--- config.mk ---
export PLATFORM = sky130hd
export DESIGN_NAME = mi3_queue
export DESIGN_NICKNAME = d
export VERILOG_FILES = /design/src/sv/mi3_pkg.sv /design/src/sv/mi3_queue.sv
export SDC_FILE = /design/constraint.sdc
export NUM_CORES = 2
export LEC_CHECK = 0
export BUFFER_PORTS_ARGS = -buffer_cell sky130_fd_sc_hd__buf_2
export CAP_MARGIN = 0
export CORE_AREA = 5 5 761 763
export CTS_CLUSTER_DIAMETER = 100
export DETAILED_ROUTE_END_ITERATION = 7
export DIE_AREA = 0 0 766 768
export GPL_TIMING_DRIVEN = 0
export PLACE_DENSITY = 0.53
export SYNTH_ARGS = -nofsm -noshare
export SYNTH_HDL_FRONTEND = slang
export SYNTH_SLANG_ARGS = --single-unit
--- constraint.sdc ---
create_clock -name clk_i -period 31.4 [get_ports clk_i]
set_input_delay 6.28 -clock clk_i [delete_from_list [all_inputs] [get_ports clk_i]]
set_output_delay 6.28 -clock clk_i [all_outputs]
set_load 0.01 [all_outputs]
--- src/sv/mi3_pkg.sv ---
package mi3_pkg;

  localparam int unsigned QDepth   = 4;
  localparam int unsigned QPtrW    = $clog2(QDepth);
  localparam int unsigned QCntW    = $clog2(QDepth + 1);
  localparam int unsigned DivSteps = 33;
  localparam int unsigned EpsW     = 17;
  localparam logic [EpsW-1:0] EpsReset = 17'd7;

  typedef struct packed {
    logic signed [31:0] in_r1c1;
    logic signed [31:0] in_r1c2;
    logic signed [31:0] in_r1c3;
    logic signed [31:0] in_r2c1;
    logic signed [31:0] in_r2c2;
    logic signed [31:0] in_r2c3;
    logic signed [31:0] in_r3c1;
    logic signed [31:0] in_r3c2;
    logic signed [31:0] in_r3c3;
  } mi3_in_t;

  typedef struct packed {
    logic signed [31:0] out_r1c1;
    logic signed [31:0] out_r1c2;
    logic signed [31:0] out_r1c3;
    logic signed [31:0] out_r2c1;
    logic signed [31:0] out_r2c2;
    logic signed [31:0] out_r2c3;
    logic signed [31:0] out_r3c1;
    logic signed [31:0] out_r3c2;
    logic signed [31:0] out_r3c3;
    logic               singular;
  } mi3_out_t;

  typedef struct packed {
    logic             sing;
    logic [8:0]       neg;
    logic [96:0]      adet;
    logic [8:0][63:0] mag;
    mi3_in_t          mat;
  } mi3_job_t;

  typedef struct packed {
    mi3_job_t         job;
    logic [8:0][95:0] rem;
    logic [8:0][31:0] quo;
    logic [8:0]       ovf;
  } mi3_div_t;

  typedef struct packed {
    logic full;
    logic empty;
  } mi3_qstat_t;

endpackage

--- src/sv/mi3_queue.sv ---
module mi3_queue (
  input  logic                clk_i,
  input  logic                rst_ni,
  input  logic                push_valid_i,
  input  mi3_pkg::mi3_job_t   push_job_i,
  input  logic                pop_i,
  output mi3_pkg::mi3_qstat_t stat_o,
  output mi3_pkg::mi3_job_t   head_o
);
  import mi3_pkg::*;

  mi3_job_t mem_q [QDepth];
  logic [QPtrW-1:0] wr_ptr_q, wr_ptr_d, rd_ptr_q, rd_ptr_d;
  logic [QCntW-1:0] cnt_q, cnt_d;
  logic push, pop;

  assign stat_o.full  = cnt_q == QCntW'(QDepth);
  assign stat_o.empty = cnt_q == '0;
  assign push = push_valid_i && !stat_o.full;
  assign pop  = pop_i && !stat_o.empty;

  always_comb begin
    wr_ptr_d = wr_ptr_q;
    rd_ptr_d = rd_ptr_q;
    cnt_d    = cnt_q;
    if (push) begin
      wr_ptr_d = (wr_ptr_q == QPtrW'(QDepth - 1)) ? '0 : wr_ptr_q + 1'b1;
    end
    if (pop) begin
      rd_ptr_d = (rd_ptr_q == QPtrW'(QDepth - 1)) ? '0 : rd_ptr_q + 1'b1;
    end
    if (push && !pop) begin
      cnt_d = cnt_q + 1'b1;
    end else if (pop && !push) begin
      cnt_d = cnt_q - 1'b1;
    end
  end

  always_ff @(posedge clk_i or negedge rst_ni) begin
    if (!rst_ni) begin
      wr_ptr_q <= '0;
      rd_ptr_q <= '0;
      cnt_q    <= '0;
    end else begin
      wr_ptr_q <= wr_ptr_d;
      rd_ptr_q <= rd_ptr_d;
      cnt_q    <= cnt_d;
    end
  end

  always_ff @(posedge clk_i) begin
    if (push) begin
      mem_q[wr_ptr_q] <= push_job_i;
    end
  end

  assign head_o = mem_q[rd_ptr_q];

endmodule

== Word level (Yosys, flattened, before mapping) ==
Memories as Yosys holds them, arrays and structs flattened.
Index checks and enable logic that the tools add are counted.

* Div/mod/pow operators: 0
* Order comparisons: 0
* Shift operators: 0
* Eq/ne operators: 3
* Bitwise operators: 0
* $mul: 0
* Reductions and logical operators: 10
* Muxes and demuxes: 6
* Add/subtract/negate cells: 4

{| class="wikitable"
|+ Operators with widths
! operator !! count
|-
| two-way mux 3 bit || 2
|-
| adder 2 x 1 -> 2 bit (second input constant) || 2
|-
| equality test 2 bit (second input constant) || 2
|-
| logical AND 1 bit || 4
|-
| zero test 1 bit || 4
|-
| two-way mux 2 bit || 2
|-
| adder 3 x 1 -> 3 bit (second input constant) || 1
|-
| equality test 3 bit (second input constant) || 1
|-
| zero test 3 bit || 1
|-
| subtractor 3 x 1 -> 3 bit (second input constant) || 1
|-
| two-way mux 1 bit || 2
|-
| nonzero test 2 bit || 1
|}

* Logic and storage cells: 27
* Bits in writable memories: 3,884
* Latch bits: 0
* Register bits: 7
* Memory bits (read-only): 0
* Output and inout port bits: 973
* Memories: 1
* Bits of input ports: 975

{| class="wikitable"
|+ Memory list
! memory !! depth !! bits a word !! read ports !! clocked after memory_dff !! wr ports !! line !! text
|-
| mem_q || 4 || 971 || 1 || 0 || 1 || mi3_queue.sv:12 || <nowiki>mi3_job_t mem_q [QDepth];</nowiki>
|}

== Longest topological paths before layout ==
* Depth after elaboration: 7
* Depth in mapped cells: 9
* Gate-level depth less buffers: 8

== Worst setup path after synthesis ==
Ideal clock, no wire load.

* Path type: input -> register
* From: input push_valid_i
* To: memory mem_q[0][0] in the netlist's numbering, enable pin
* Path buffers: 1
* Stages: 3
* Data arrival time: 28.516 ns
* Path slack: 1.413 ns
* Data required time: 29.929 ns
* Library setup time: 1.471 ns
* Cells stage by stage: nor2b_1 > clkbuf_1 > and2_1

* Cells in the longest elaborated chain, start to end: 3

{| class="wikitable"
|+ RTL lines
! element !! line !! text
|-
| start, declared || mi3_queue.sv:4 || <nowiki>input logic push_valid_i,</nowiki>
|-
| logical AND 1 bit || mi3_queue.sv:19 || <nowiki>assign push = push_valid_i && !stat_o.full;</nowiki>
|-
| net push || mi3_queue.sv:15 || <nowiki>logic push, pop;</nowiki>
|-
| two-way mux 1 bit || mi3_queue.sv:52 || <nowiki>if (push) begin</nowiki>
|-
| two-way mux 1 bit (implied by the code) || mi3_queue.sv:53 || <nowiki>mem_q[wr_ptr_q] <= push_job_i;</nowiki>
|-
| end, declared || mi3_queue.sv:12 ||
|}

The timed path passes the listed nets, and every way through them passes these cells.

==> summary.md <==
| Metric | Value |
|---|---|
| R2R Setup Slk | 26430 ps |
| Hold Worst Slack | 524 ps |
| Period utilisation layout | 0.348 |
| Antenna violations before repair | 511 |
| Clock network fraction of total power | 0.267 |
| Req. time, crit path | 25120 ps |
| Boundary Pins | 1948 |
| Initial Utilization | 0.248 |
| Hold Buf Count CTS | 0 |
| Die area | 588000 sq um |
| Overall Global Routing Usage | 0.172 |
| Critical path endpoint category | output pin |
| Post-Syn Area per Cell | 27.8 sq um |
| Fmax | 91.5 MHz |
| Most frequent cells in the layout | edfxtp_1 (3884), buf_2 (2035), mux4_2 (648), clkbuf_16 (415), mux4_1 (323) |
| Vias in the first global route | 70600 |
| Row count | 278 |
| Commonest non-fill, non-tap cell in the layout | edfxtp_1 |
| Gate power share | 0.340 |
| Clk buf depth | 4 |
| RSZ-0062 raised after global routing | false |
| Hold Crit Class | reg2reg |
| Crit Path Max Fanout | 11 |
| Setup_tns | 0 ps |
| Final ANT Viol Nets | 0 |
| Psw | 0.00613 W |
| Largest net degree at the start of global routing | 57 |
| Post-route DRC violation count | 0 |
| Clock transition at path regs | 60 ps |
| Syn Inst Count | 5108 |
| I/O Buffers | 1947 |
| Setup Viol. Count Final | 0 |
| Status | completed |
| CTS root buf | clkbuf_16 |
| Synthesis-stage register bit count | 3891 |
| Routability-driven placement congestion ratio | 0.897 |
| Net Sw Frac | 0.344 |
| Seq pwr share | 0.393 |
| Final HPWL DP | 410 mm |
| Die Wd | 766 microns |
| Vias | 70300 |
| Syn Std Cell Area | 142000 sq um |
| Post-CTS resize count | 0 |
| Cts bufs inserted | 413 |
| CP Data Arrival Time | 4650 ps |
| Leak | 59.2 nW |
| Clock sinks | 3891 |
| Sequential area share after synthesis | 0.823 |
| Final min period | 10930 ps |
| Drt first pass iters | 7 |
| P per Cell Area | 101 nW/um^2 |
| Area delta synth->final | 25.0% |
| TritonCTS clock tree | yes |
| Clock latency on the worst-skew pair | 980 ps |
| Routed WL | 524 mm |
| Final Hold Vio Count | 0 |
| Max Cap Viol | 0 |
| CP startpoint kind | flip-flop |
| First-pass GRT wire length | 681 mm |
| Setup bufs post-CTS | 0 |
| Fin nets | 8535 |
| Kind of critical path | reg2out |
| Wire length per cell | 33.3 microns |
| Yosys warnings | 0 |
| DRT iter0 DRCs | 7285 |
| Cell Int Power | 0.0117 W |
| Slew HR | 0.130 |
| Max Slew Vio Count | 0 |
| Share of layout cells above drive strength 1 | 0.439 |
| Syn Nets | 6090 |
| Gr ovfl total | 0 |
| Die height | 768 microns |
| Maximum vdd drop | 63.1 uV |
| Synth cell types | 22 |
| Via/cell ratio | 4.47 |
| H-tree depth | 5 |
| Clk_skew | 94.5 ps |
| Core ar. | 571000 sq um |
| Worst slew pin tran | 1300 ps |
## state kept, by name (all words and copies together), names as in the netlist
signal	flops
cnt_q	3
wr_ptr_q	2
mem_q	3884
rd_ptr_q	2
## cell type report
type | count | area (sq um)
clock buffers | 488 | 10700
fillers | 54600 | 394000
multi-input cells | 997 | 23300
inverters | 3 | 11.3
clock inverters | 255 | 2600
diodes | 289 | 723
flip-flops and latches | 3891 | 117000
well taps | 7560 | 9460
plain buffers | 217 | 1770
repair buffers | 2030 | 12000
## metal layers
layer	part of all wire	track usage
met5	0.0042	0
met4	0.037	0.0559
met3	0.15	0.105
met2	0.46	0.270
met1	0.35	0.192
## critical path, stage by stage (launching register included)
cell and delay [ps]:
dfrtp_1 350, buf_2 820, buf_2 760, clkbuf_1 630, mux4_1 750, buf_2 300
## cell families (layout without fill, tap and decap cells)
| family | Yosys count | after routing | share of synthesized area |
|---|---|---|---|
| other | 0 | 289 | 0 |
| XOR/XNOR | 3 | 3 | 0.000185 |
| AO/OA/AOI/OAI | 2 | 2 | 0.000106 |
| flip-flops | 3891 | 3891 | 0.823 |
| buffers and inverters | 220 | 2993 | 0.0126 |
| adder cells (fa/ha/maj) | 7 | 7 | 0.000670 |
| multiplexers | 975 | 975 | 0.163 |
| AND/OR/NAND/NOR | 10 | 10 | 0.000397 |
## power groups by stage
stage               clock [W]  combinational [W]  sequential [W]
finish                0.00477            0.00606         0.00701
global route          0.00511            0.00640         0.00708
CTS                   0.00489            0.00629         0.00702
detailed placement          0            0.00627         0.00713
global placement            0            0.00605         0.00947
floorplan                   0            0.00289         0.00831
## stage by stage
| stage | std cells | setup slack [ps] | power (W) | utilization | area [sq um] |
|---|---|---|---|---|---|
| floorplan | 5108 | 1410 | 0.0112 | - | 142000 |
| global placement | 14600 | -19160 | 0.0155 | 0.282 | 161000 |
| detailed placement | 14700 | 20630 | 0.0134 | 0.286 | 163000 |
| CTS | 15400 | 19880 | 0.0182 | 0.309 | 177000 |
| global route | 15600 | 20000 | 0.0186 | 0.310 | 177000 |
| finish | 15700 | 20470 | 0.0178 | 0.310 | 177000 |
## final timing paths
| path | startpoint | endpoint | depth (start not counted) |
|---|---|---|---|
| setup / recovery | rd_ptr_q[1]$_DFFE_PN0P_ | head_o[551] | 5 |
| setup reg to reg | cnt_q[2]$_DFFE_PN0P_ | mem_q[3][361]$_DFFE_PP_ | 12 |
| min in group asynchronous | rst_ni | cnt_q[1]$_DFFE_PN0P_ | 1 |
| hold / removal | cnt_q[2]$_DFFE_PN0P_ | cnt_q[2]$_DFFE_PN0P_ | 1 |
| max in group asynchronous | rst_ni | wr_ptr_q[1]$_DFFE_PN0P_ | 1 |
| hold reg to reg | cnt_q[2]$_DFFE_PN0P_ | cnt_q[2]$_DFFE_PN0P_ | 1 |
## synth_stat cells
| library cell | instances | area share |
|---|---|---|
| fa_1 | 1 | 0.00014 |
| dfrtp_1 | 7 | 0.0012 |
| buf_6 | 99 | 0.0079 |
| mux2_2 | 4 | 0.00032 |
| nor2b_1 | 1 | 0.000044 |
| buf_8 | 9 | 0.00095 |
| xor2_1 | 2 | 0.00012 |
| nor3b_1 | 1 | 0.000053 |
| edfxtp_1 | 3884 | 0.82 |
| buf_2 | 88 | 0.0031 |
| mux4_1 | 323 | 0.060 |
| mux4_2 | 648 | 0.10 |
| nor3_1 | 2 | 0.000071 |
| xnor2_1 | 1 | 0.000062 |
| clkbuf_1 | 20 | 0.00053 |
| buf_4 | 1 | 0.000053 |
| o31ai_1 | 1 | 0.000053 |
| a21o_1 | 1 | 0.000053 |
| ha_1 | 6 | 0.00053 |
| and2_1 | 4 | 0.00018 |
| nor2_1 | 2 | 0.000053 |
| inv_1 | 3 | 0.000079 |
Note: power is estimated with default switching activity, not from simulation.
